[src/rtl/core/strict_priority_multi_fifo_unit_defines.svh]
// Assertion helpers shared by the checking code of the priority queue.
// Each macro expects a clock named clk and an active-low reset named arst_n.
`ifndef STRICT_PRIORITY_MULTI_FIFO_UNIT_DEFINES_SVH
`define STRICT_PRIORITY_MULTI_FIFO_UNIT_DEFINES_SVH

// Same-cycle implication.
`define SPMF_ASSERT_NOW(lbl, ante, cons, msg) \
	lbl: assert property (@(posedge clk) disable iff (!arst_n) (ante) |-> (cons)) \
		else $error(msg);

// Next-cycle implication.
`define SPMF_ASSERT_NEXT(lbl, ante, cons, msg) \
	lbl: assert property (@(posedge clk) disable iff (!arst_n) (ante) |=> (cons)) \
		else $error(msg);

`endif

[src/rtl/core/spmf_pkg.sv]
`default_nettype none

package spmf_pkg;

	// Request kinds.
	localparam logic REQ_ENQ = 1'b0;
	localparam logic REQ_DEQ = 1'b1;

	// Result status codes.
	typedef enum logic [1:0] {
		ST_OK        = 2'd0,
		ST_BAD_LEVEL = 2'd1,
		ST_FULL      = 2'd2,
		ST_EMPTY     = 2'd3
	} status_t;

	// Outcome of one request, as handed from the queue control to the result stage.
	typedef struct packed {
		status_t    status;
		logic [3:0] level;
		logic       rd;
	} res_info_t;

endpackage

`default_nettype wire

[src/rtl/core/spmf_ctrl.sv]
`default_nettype none

module spmf_ctrl #(
	parameter int LEVELS = 8,
	parameter int DEPTH  = 128,
	parameter int AW     = 10
) (
	input  wire logic               clk,
	input  wire logic               arst_n,
	input  wire logic               accept,
	input  wire logic               req_type,
	input  wire logic signed [31:0] value,
	input  wire logic [3:0]         priority_req,
	output logic                    ram_we,
	output logic [AW-1:0]           ram_waddr,
	output logic [31:0]             ram_wdata,
	output logic                    ram_re,
	output logic [AW-1:0]           ram_raddr,
	output spmf_pkg::res_info_t     info
);

	import spmf_pkg::*;

	localparam int LW = $clog2(LEVELS);
	localparam int PW = $clog2(DEPTH);
	localparam int CW = $clog2(DEPTH + 1);

	logic [PW-1:0] head_q  [LEVELS];
	logic [PW-1:0] tail_q  [LEVELS];
	logic [CW-1:0] count_q [LEVELS];

	logic          lvl_valid;
	logic [LW-1:0] enq_lvl;
	logic          enq_full;
	logic          enq_ok;
	logic          deq_found;
	logic [LW-1:0] deq_lvl;
	logic          deq_ok;

	// Enqueue checks: level range, then occupancy of the addressed level.
	assign lvl_valid = (int'(priority_req) < LEVELS);
	assign enq_lvl   = priority_req[LW-1:0];
	assign enq_full  = (count_q[enq_lvl] == CW'(DEPTH));
	assign enq_ok    = (req_type == REQ_ENQ) && lvl_valid && !enq_full;

	// Priority encoder: the lowest-numbered level that holds an entry.
	always_comb begin
		deq_found = 1'b0;
		deq_lvl   = '0;
		for (int i = LEVELS - 1; i >= 0; i--) begin
			if (count_q[i] != '0) begin
				deq_found = 1'b1;
				deq_lvl   = LW'(i);
			end
		end
	end

	assign deq_ok = (req_type == REQ_DEQ) && deq_found;

	// Storage commands: each level owns a contiguous block of DEPTH words.
	assign ram_we    = accept && enq_ok;
	assign ram_waddr = AW'(enq_lvl) * AW'(DEPTH) + AW'(tail_q[enq_lvl]);
	assign ram_wdata = value;
	assign ram_re    = accept && deq_ok;
	assign ram_raddr = AW'(deq_lvl) * AW'(DEPTH) + AW'(head_q[deq_lvl]);

	// Outcome of the request.
	always_comb begin
		info.rd = 1'b0;
		if (req_type == REQ_ENQ) begin
			if (!lvl_valid) begin
				info.status = ST_BAD_LEVEL;
				info.level  = '0;
			end else if (enq_full) begin
				info.status = ST_FULL;
				info.level  = '0;
			end else begin
				info.status = ST_OK;
				info.level  = 4'(enq_lvl);
			end
		end else begin
			if (deq_found) begin
				info.status = ST_OK;
				info.level  = 4'(deq_lvl);
				info.rd     = 1'b1;
			end else begin
				info.status = ST_EMPTY;
				info.level  = '0;
			end
		end
	end

	// Pointer and occupancy update; a beat touches at most one level.
	always_ff @(posedge clk or negedge arst_n) begin
		if (!arst_n) begin
			for (int i = 0; i < LEVELS; i++) begin
				head_q[i]  <= '0;
				tail_q[i]  <= '0;
				count_q[i] <= '0;
			end
		end else if (accept) begin
			for (int i = 0; i < LEVELS; i++) begin
				if (enq_ok && (enq_lvl == LW'(i))) begin
					tail_q[i]  <= (tail_q[i] == PW'(DEPTH - 1)) ? '0 : tail_q[i] + 1'b1;
					count_q[i] <= count_q[i] + 1'b1;
				end
				if (deq_ok && (deq_lvl == LW'(i))) begin
					head_q[i]  <= (head_q[i] == PW'(DEPTH - 1)) ? '0 : head_q[i] + 1'b1;
					count_q[i] <= count_q[i] - 1'b1;
				end
			end
		end
	end

endmodule

`default_nettype wire

[config.mk]
export PLATFORM = sky130hd
export DESIGN_NAME = spmf_ctrl
export DESIGN_NICKNAME = d
export VERILOG_FILES = /design/src/rtl/core/strict_priority_multi_fifo_unit_defines.svh /design/src/rtl/core/spmf_pkg.sv /design/src/rtl/core/spmf_ctrl.sv
export SDC_FILE = /design/constraint.sdc
export NUM_CORES = 1
export LEC_CHECK = 0
export BUFFER_PORTS_ARGS = -buffer_cell sky130_fd_sc_hd__buf_4
export CORE_MARGIN = 2
export CORE_UTILIZATION = 45
export DETAILED_ROUTE_END_ITERATION = 10
export PLACE_DENSITY = 0.67
export REMOVE_ABC_BUFFERS = 1
export SYNTH_ARGS = -nofsm -noshare
export SYNTH_HDL_FRONTEND = slang
export SYNTH_SLANG_ARGS = --single-unit
[constraint.sdc]
create_clock -name clk -period 6.3 [get_ports clk]
set_input_delay 0.315 -clock clk [delete_from_list [all_inputs] [get_ports clk]]
set_output_delay 0.315 -clock clk [all_outputs]
set_load 0.005 [all_outputs]
# Yosys cells after proc, flatten, opt, wreduce, memory -nomap -nowiden
# Cells that the tools add are included.
[word_totals]
reg_bits = 176
[op_classes]
n_bitwise = 3
eq_ne = 31
magnitude_cmp = 3
n_reduce_logical = 64
mux = 63
addsub = 34
[op_table]
columns = ["op", "count"]
rows = [
  ["8-bit two-way mux", 18],
  ["7-bit two-way mux", 20],
  ["7-bit by 1-bit adder with 7-bit output, second input constant", 16],
  ["7-bit equality test, second input constant", 16],
  ["8-bit by 1-bit adder with 8-bit output, second input constant", 8],
  ["8-bit nonzero test", 8],
  ["8-bit by 1-bit subtractor with 8-bit output, second input constant", 8],
  ["2-bit AND reduction", 24],
  ["7-bit binary-select mux with 3-bit select", 2],
  ["8-bit binary-select mux with 3-bit select", 1],
  ["3-bit equality test, second input constant", 8],
  ["3-bit two-way mux", 8],
  ["6-bit two-way mux", 4],
  ["1-bit logical AND", 21],
  ["10-bit by 7-bit adder with 10-bit output", 2],
  ["2-bit nonzero test", 8],
  ["3-bit by 2-bit equality test with 1-bit output, second input constant", 4],
  ["1-bit two-way mux", 10],
  ["8-bit equality test, second input constant", 1],
  ["4-bit greater-or-equal comparator, second input constant", 2],
  ["3-bit inverter with 4-bit output", 2],
  ["3-bit by 1-bit equality test with 1-bit output, second input constant", 2],
  ["3-bit zero test", 2],
  ["4-bit less-than comparator, second input constant", 1],
  ["2 further kinds", 2],
]

# Longest topological paths before layout
# Gate-level depths: netlist of run 1.
[depth]
ltp_word = 14
ltp_mapped = 15
depth_no_buf = 14

# Worst setup path before layout of run 1
# Ideal clock, no wire load.
[synth_timing]
kind = "register to register"
start = "register count_q[33] (netlist bit)"
end = "register count_q[7] (netlist bit)"
t_required_ns = 6.221
stages_incl_launch_ff = 14
period_less_slack_ns = 3.922
arrival_time_ns = 3.842
slack_ns = 2.378
path_buffers = 0
setup_time_ns = 0.079
cell_sequence = "dfrtp_1 -> or4_4 -> nor3b_4 -> nor4b_4 -> nand3b_1 -> nor3_1 -> ha_1 -> a21oi_1 -> nor2b_1 -> o31a_1 -> o41a_1 -> nor4b_1 -> nor3_1 -> xor2_1"
[synth_via]
elab_chain_cells = 9
word_cells_on_any_way = 22
[synth_rtl]
columns = ["element", "line", "text"]
rows = [
  ["start: declaration", "spmf_ctrl.sv:30", "logic [CW-1:0] count_q [LEVELS];"],
  ["start signal: indexed assignment", "spmf_ctrl.sv:105", "count_q[i] <= count_q[i] + 1'b1;"],
  ["start signal: indexed assignment", "spmf_ctrl.sv:109", "count_q[i] <= count_q[i] - 1'b1;"],
  ["8-bit binary-select mux with 3-bit select / 8-bit nonzero test (equally long branches)", "spmf_ctrl.sv:43, spmf_ctrl.sv:51", ""],
  ["8-bit two-way mux (not written as such), or another cell as far along (2 in series)", "spmf_ctrl.sv:43", "assign enq_full = (count_q[enq_lvl] == CW'(DEPTH));"],
  ["8-bit equality test, or another cell as far along", "spmf_ctrl.sv:43", ""],
  ["1-bit zero test, or another cell as far along", "spmf_ctrl.sv:44", "assign enq_ok = (req_type == REQ_ENQ) && lvl_valid && !enq_full;"],
  ["1-bit logical AND, or another cell as far along", "spmf_ctrl.sv:44", ""],
  ["1-bit logical AND, on equally long branches", "spmf_ctrl.sv:103, spmf_ctrl.sv:107", ""],
  ["2-bit nonzero test (no line)", "--", ""],
  ["2-bit AND reduction (no line)", "--", ""],
]
# Parallel ways exist; a longest one is shown, timed or not. The select of a mux whose other input is x is not followed.
# A chain may end at the register's enable or synchronous reset.

# Worst setup path after layout of run 1
[layout_timing]
start = "register count_q[19] (netlist bit)"
end = "register count_q[7] (netlist bit)"
[layout_via]
elab_chain_cells = 11
word_cells_on_any_way = 26
[layout_rtl]
columns = ["element", "line", "text"]
rows = [
  ["8-bit nonzero test", "spmf_ctrl.sv:51", "if (count_q[i] != '0) begin"],
  ["3-bit two-way mux / 1-bit two-way mux (equally long branches) (6 in series)", "spmf_ctrl.sv:51", ""],
  ["3-bit equality test / 1-bit logical AND (equally long branches)", "spmf_ctrl.sv:107, spmf_ctrl.sv:58", ""],
  ["1-bit logical AND", "spmf_ctrl.sv:107", "if (deq_ok && (deq_lvl == LW'(i))) begin"],
  ["2-bit nonzero test (no line)", "--", ""],
  ["2-bit AND reduction (no line)", "--", ""],
]
# Parallel ways exist; a longest one is shown, timed or not. The select of a mux whose other input is x is not followed.

==> results.sh, run 1 <==
export IMPL_drt_iter0_drc=724
export IMPL_hold_viol=22
export IMPL_dr_pass1_iters=5
export IMPL_finalCriticalPeriod_ns=4.73
export IMPL_wire_per_inst_um=17.6
export IMPL_period_share=0.750
export IMPL_cts_sinks=176
export IMPL_drt_wl_total_um=27200
export IMPL_core_area_sq_um=25300
export IMPL_worstPathMaxFanout=12
export IMPL_die_h_um=165
export IMPL_yosysWarnings=0
export IMPL_clock_power_share=0.317
export IMPL_place_inst=1513
export IMPL_post_synth_cell_area_avg_sq_um=9.63
export IMPL_combPwrFrac=0.252
export IMPL_postCtsSetupBuffers=0
export IMPL_max_slew_worst_pin_slew_ns=1.14
export IMPL_worst_setup_path_type="flip-flop to flip-flop"
export IMPL_tritoncts="done"
export IMPL_crit_slowest_cell="nor3_1"
export IMPL_holdWs_ns=-0.0652
export IMPL_hold_buffers=0
export IMPL_slew_headroom=0.238
export IMPL_syn2layout_area_growth_pct=7.78
export IMPL_p_switching_mw=1.10
export IMPL_drv_slew=0
export IMPL_grt_pass1_wl_um=45500
export IMPL_peakVddDrop_mv=0.149
export IMPL_leakagePower_nw=5.77
export IMPL_cts_clk_slew_worst_paths_ns=0.07
export IMPL_multi_input_comb_area_sq_um=6640
export IMPL_cts_buffers=17
export IMPL_initial_utilization=0.459
export IMPL_maxCapViolCount=0
export IMPL_fp_dieArea_sq_um=27100
export IMPL_pin_count=101
export IMPL_p_sw_frac=0.327
export IMPL_grt_max_degree=102
export IMPL_insertion_delay_ns=0.44
export IMPL_crit_chain="or4_4, nor3_1, nand4_1, nor3_1, ha_1, a21oi_1, nor2b_1, o31a_1, o41a_1, nor4b_1, nor3_1, xor2_1"
export IMPL_yosysSeqAreaShare=0.380
export IMPL_setup_violations=0
export IMPL_clk_path_buf_depth=2
export IMPL_io_buffers=35
export IMPL_syn_area_sq_um=11600
export IMPL_synthAdderAreaFrac=0.0829
export IMPL_synth_compound_area_share=0.132
export IMPL_cp_common_cell="nor3_1"
export IMPL_ff_latch_area_sq_um=4400
export IMPL_yosys_area_share_simple=0.188
export IMPL_p_int_mw=2.26
export IMPL_synthFlopType="dfrtp_1"
export IMPL_cp_required_ns=6.66
export IMPL_synth_top_cells_by_count="dfrtp_1 (176), nand2_1 (129), nor2_1 (96)"
export IMPL_cts_root_buffer="clkbuf_16"
export IMPL_slowest_delay_ns=0.96
export IMPL_endpoint_kind="flip-flop"
export IMPL_arrival_ns=5.08
export IMPL_max_freq_ghz=0.212
export IMPL_setup_worst_path_start_class="flip-flop"
export IMPL_grt_use_total=0.211
export IMPL_antenna_found_initial=0
export IMPL_hp_class="input port to asynchronous set/reset pin"
export IMPL_fin_cells=1545
export IMPL_outcome="finished, violations left"
export IMPL_tns_ns=0
export IMPL_dp_hpwl_um=20000
export IMPL_yosys_area_top_type="dfrtp_1"
export IMPL_synth_cells=1204
export IMPL_synth_area_leaders="dfrtp_1 (38%), ha_1 (6.9%), xnor2_1 (5.2%)"
export IMPL_power_density_nw_per_um2=269
export IMPL_yosysMostFrequentCell="dfrtp_1"
export IMPL_n_fill_cell=2300
export IMPL_diodes=0
export IMPL_vias=8927
export IMPL_h_tree_depth=4
export IMPL_ys_async_sr_fraction=1.00
export IMPL_grt_pass1_vias=8879
export IMPL_synth_edf_count=0
export IMPL_synth_top_area_frac=0.380
export IMPL_finClkSkew_ns=0.0159
export IMPL_rsz0062_at_grt="false"
export IMPL_nNetsFinal=1314
export IMPL_cts_resized_gates=0
export IMPL_grt_remaining_overflow=0
export IMPL_postRouteAntennaNets=0
export IMPL_synth_cell_types=76
export IMPL_synth_seq_cells=176
export IMPL_layout_drive_gt1_share=0.128
export IMPL_gp_congestion=0.881
export IMPL_row_count=58
export IMPL_seq_power_share=0.431
export IMPL_vias_per_cell=5.78
export IMPL_violations="negative hold slack"
export IMPL_die_w_um=165
export IMPL_muxShareOfSynthArea=0.0884
export IMPL_synthXorXnorAreaFrac=0.0808
export IMPL_drc_errors=0
export IMPL_synth_top_family_by_area="simple AND/OR/NAND/NOR gates"
## through the flow
step | setup slack (ns) | power, mW | hold slack, ns | utilization | area, sq um
finish | 1.57 | 3.36 | -0.0652 | 0.495 | 12500
CTS | 1.66 | 3.39 | 0.0222 | 0.495 | 12500
floorplan | 2.04 | 2.06 | 0.0194 | - | 11200
detailed placement | 1.69 | 2.31 | 0.474 | 0.472 | 11900
global placement | 1.83 | 2.28 | 0.475 | 0.472 | 11900
global route | 1.27 | 3.58 | 0.0311 | 0.495 | 12500
## power by group through the flow
| stage | Clock [mW] | Combinational (mW) | Sequential, mW |
|---|---|---|---|
| after floorplan | 0 | 0.635 | 1.42 |
| after global placement | 0 | 0.820 | 1.46 |
| after detailed placement | 0 | 0.844 | 1.47 |
| after CTS | 1.09 | 0.852 | 1.45 |
| after global routing | 1.14 | 0.962 | 1.48 |
| final | 1.07 | 0.848 | 1.45 |
## area by class of cell
| class | instances | area share |
|---|---|---|
| Multi-Input combinational cell | 929 | 0.531 |
| Tap cell | 330 | 0.0330 |
| Clock buffer | 20 | 0.0373 |
| Sequential cell | 176 | 0.352 |
| Timing Repair Buffer | 41 | 0.0249 |
| Inverter | 37 | 0.0113 |
| Clock inverter | 12 | 0.00981 |
## routing by layer
metal / global-route usage / up-vias / share of wire
met5: 0.0152 / - / 0
met4: 0.0431 / 0 / 0.010
met3: 0.0510 / 24 / 0.046
met2: 0.347 / 178 / 0.47
met1: 0.282 / 4419 / 0.47
li1: - / 4306 / -
## logic make-up (layout without fill, tap and decap cells)
kind of cell | Yosys count | in the layout
DFF | 176 | 176
buffers and inverters | 99 | 110
adders and majority gates | 72 | 72
and+or+nand+nor | 432 | 432
xor gates and xnor gates | 107 | 107
AOI/OAI and AO/OA | 238 | 238
muxes | 79 | 79
other | 1 | 1
## state kept, by name (all words and copies together), names as in the netlist
name	flops
count_q	64
head_q	56
tail_q	56
## final timing paths
path	start	to	slack, ns	cells past startpoint
worst max-delay path	count_q[19]$_DFFE_PN0P_	count_q[7]$_DFFE_PN0P_	1.57	12
worst min-delay path	arst_n	head_q[20]$_DFFE_PN0P_	-0.07	1
worst max register to register	count_q[19]$_DFFE_PN0P_	count_q[7]$_DFFE_PN0P_	1.57	12
worst min register to register	tail_q[13]$_DFFE_PN0P_	tail_q[13]$_DFFE_PN0P_	0.49	1
max in group asynchronous	arst_n	count_q[48]$_DFFE_PN0P_	4.79	2
min in group clk	priority_req[1]	tail_q[2]$_DFFE_PN0P_	0.37	3
## critical path, delay by kind of cell (launching register included)
family | cells | cell delay, ns
and+or+nand+nor | 7 | 2.96
AOI/OAI and AO/OA | 3 | 0.75
DFF | 1 | 0.41
adders and majority gates | 1 | 0.37
xor gates and xnor gates | 1 | 0.16
## cells in the final DEF (no fill, tap or decap), types with 34 or more instances in the layout
cell type	instances
nand3_1	34
nor2_1	96
nand2_1	129
xor2_1	38
o21ai_0	70
dfrtp_1	176
inv_1	35
buf_4	40
ha_1	64
mux2_2	47
a21oi_1	57
xnor2_1	69
(Power assumes the default switching activity.)
==> run 2: changes to the inputs <==
Clock period 6.3 ns to 4.9 ns, I/O delays scaled along.
==> results.sh, run 2 (synthesized netlist as in run 1, its figures left out) <==
export IMPL_hold_buffers=0
export IMPL_outcome="finished, violations left"
export IMPL_final_common_cell="dfrtp_1"
export IMPL_cts_resized_gates=0
export IMPL_hold_viol=31
export IMPL_antenna_found_initial=0
export IMPL_cts_root_buffer="clkbuf_16"
export IMPL_cp_common_cell="o31a_1"
export IMPL_power_density_nw_per_um2=347
export IMPL_p_sw_frac=0.335
export IMPL_endpoint_kind="flip-flop"
export IMPL_cts_buffers=17
export IMPL_grt_util_met2=0.337
export IMPL_nNetsFinal=1321
export IMPL_leakagePower_nw=5.82
export IMPL_tns_ns=0
export IMPL_crit_chain="or4_4, nor3b_4, nor4b_4, nand3b_1, or3_1, inv_1, ha_1, a21oi_1, nor2b_1, o31a_1, o41ai_1, o31a_1, nor3_1, xnor2_1"
export IMPL_arrival_ns=4.62
export IMPL_combPwrFrac=0.251
export IMPL_initial_utilization=0.459
export IMPL_fp_dieArea_sq_um=27100
export IMPL_cts_sinks=176
export IMPL_layout_drive_gt1_share=0.133
export IMPL_cp_required_ns=5.22
export IMPL_p_switching_mw=1.46
export IMPL_dp_hpwl_um=19900
export IMPL_drt_iter0_drc=558
export IMPL_postRouteAntennaNets=0
export IMPL_finClkSkew_ns=0.0128
export IMPL_grt_use_total=0.208
export IMPL_grt_most_used_layer="met2"
export IMPL_violations="negative hold slack"
export IMPL_diodes=0
export IMPL_worst_setup_path_type="flip-flop to flip-flop"
export IMPL_syn2layout_area_growth_pct=8.26
export IMPL_drv_slew=0
export IMPL_final_cell_mix="dfrtp_1 (176), nand2_1 (129), nor2_1 (96), o21ai_0 (70), xnor2_1 (69)"
export IMPL_wire_per_inst_um=17.5
export IMPL_path_buf_inv=1
export IMPL_cp_top_family="simple AND/OR/NAND/NOR gates"
export IMPL_tritoncts="done"
export IMPL_timing_rr_start="count_q[33]$_DFFE_PN0P_"
export IMPL_ff_latch_area_sq_um=4400
export IMPL_pin_count=101
export IMPL_hp_class="input port to asynchronous set/reset pin"
export IMPL_slew_headroom=0.129
export IMPL_drt_wl_total_um=27100
export IMPL_die_h_um=165
export IMPL_max_flop_register="count_q"
export IMPL_crit_slowest_cell="or4_4"
export IMPL_io_buffers=35
export IMPL_grt_remaining_overflow=0
export IMPL_reg2reg_to="count_q[15]$_DFFE_PN0P_"
export IMPL_finalPower_mw=4.35
export IMPL_postPlaceCellArea_sq_um=12000
export IMPL_cts_clk_slew_worst_paths_ns=0.08
export IMPL_grtUsageMet3=0.0442
export IMPL_h_tree_depth=4
export IMPL_design_area_sq_um=12600
export IMPL_slowest_delay_ns=0.57
export IMPL_insertion_delay_ns=0.44
export IMPL_max_freq_ghz=0.233
export IMPL_cp_startpoint="count_q[33]$_DFFE_PN0P_"
export IMPL_finalCriticalPeriod_ns=4.30
export IMPL_grt_max_degree=116
export IMPL_clock_power_share=0.320
export IMPL_clk_path_buf_depth=2
export IMPL_p_int_mw=2.90
export IMPL_r2r_slack_ns=0.60
export IMPL_max_slew_worst_pin_slew_ns=1.27
export IMPL_period_share=0.877
export IMPL_grt_pass1_wl_um=44700
export IMPL_holdWs_ns=-0.0452
export IMPL_setup_worst_path_start_class="flip-flop"
export IMPL_crit_cells=14
export IMPL_multi_input_comb_area_sq_um=6650
export IMPL_n_fill_cell=2356
export IMPL_maxCapViolCount=0
export IMPL_grt_pass1_vias=8528
export IMPL_grtUsageMet1=0.280
export IMPL_largest_register_ffs=64
export IMPL_drc_errors=0
export IMPL_seq_power_share=0.429
export IMPL_rsz0062_at_grt="false"
export IMPL_vias=8819
export IMPL_gp_congestion=0.862
export IMPL_top_regs="count_q: 64 flops, head_q: 56 flops, tail_q: 56 flops"
export IMPL_peakVddDrop_mv=0.209
export IMPL_ff2ff_path_depth=14
export IMPL_die_w_um=165
export IMPL_postCtsSetupBuffers=0
export IMPL_dr_pass1_iters=5
export IMPL_row_count=58
export IMPL_worstPathMaxFanout=7
export IMPL_core_area_sq_um=25300
export IMPL_vias_per_cell=5.68
export IMPL_setup_violations=0
-- run 2: changes by cell type in the layout (fill, tap and decap cells not counted), moves of 2 or more --
cell / previous run / this run
clkbuf_8: 3 / 0
inv_8: 1 / 3
clkinvlp_4: 5 / 1
buf_4: 40 / 47
inv_6: 3 / 7
-- run 2: power by group through the flow --
| stage | logic, mW | clock network (mW) | registers [mW] |
|---|---|---|---|
| floorplan | 0.816 | 0 | 1.83 |
| CTS | 1.10 | 1.42 | 1.86 |
| global placement | 1.06 | 0 | 1.88 |
| detailed placement | 1.10 | 0 | 1.89 |
| finish | 1.09 | 1.39 | 1.87 |
| global route | 1.24 | 1.48 | 1.90 |
-- run 2: final cells by class --
type / count / area share
Sequential cell: 176 / 0.351
Clock inverter: 15 / 0.0130
Inverter: 37 / 0.0113
Multi-Input combinational cell: 929 / 0.529
Clock buffer: 17 / 0.0339
Timing Repair Buffer: 48 / 0.0290
Tap cell: 330 / 0.0329
-- run 2: per-layer routing --
metal / wire length (um) / share of wire
met4: 442 / 0.016
met2: 12700 / 0.47
met1: 12800 / 0.47
met3: 1180 / 0.044
met5: 0 / 0
-- run 2: worst max-delay path by stage --
stage | to
global placement | count_q[15]$_DFFE_PN0P_
finish | count_q[15]$_DFFE_PN0P_
detailed placement | count_q[15]$_DFFE_PN0P_
CTS | count_q[15]$_DFFE_PN0P_
global route | count_q[15]$_DFFE_PN0P_
floorplan | count_q[31]$_DFFE_PN0P_
-- run 2: stage by stage --
step / hold WS, ns / instances / utilization / worst slack [ns]
after floorplan: -0.0506 / 1142 / - / 0.641
after global placement: 0.472 / 1520 / 0.474 / 0.711
after detailed placement: 0.478 / 1520 / 0.474 / 0.631
after CTS: 0.0142 / 1552 / 0.497 / 0.588
after global routing: 0.0529 / 1552 / 0.497 / 0.247
final: -0.0452 / 1552 / 0.497 / 0.600
-- run 2: worst register-to-register path, delay by kind of cell (launching register included) --
kind,cells,cell delay (ns)
AO/OA/AOI/OAI,4,1.01
XOR/XNOR,1,0.17
adder cells (fa/ha/maj),1,0.26
buffers and inverters,1,0.17
flip-flops,1,0.41
AND/OR/NAND/NOR,7,2.14
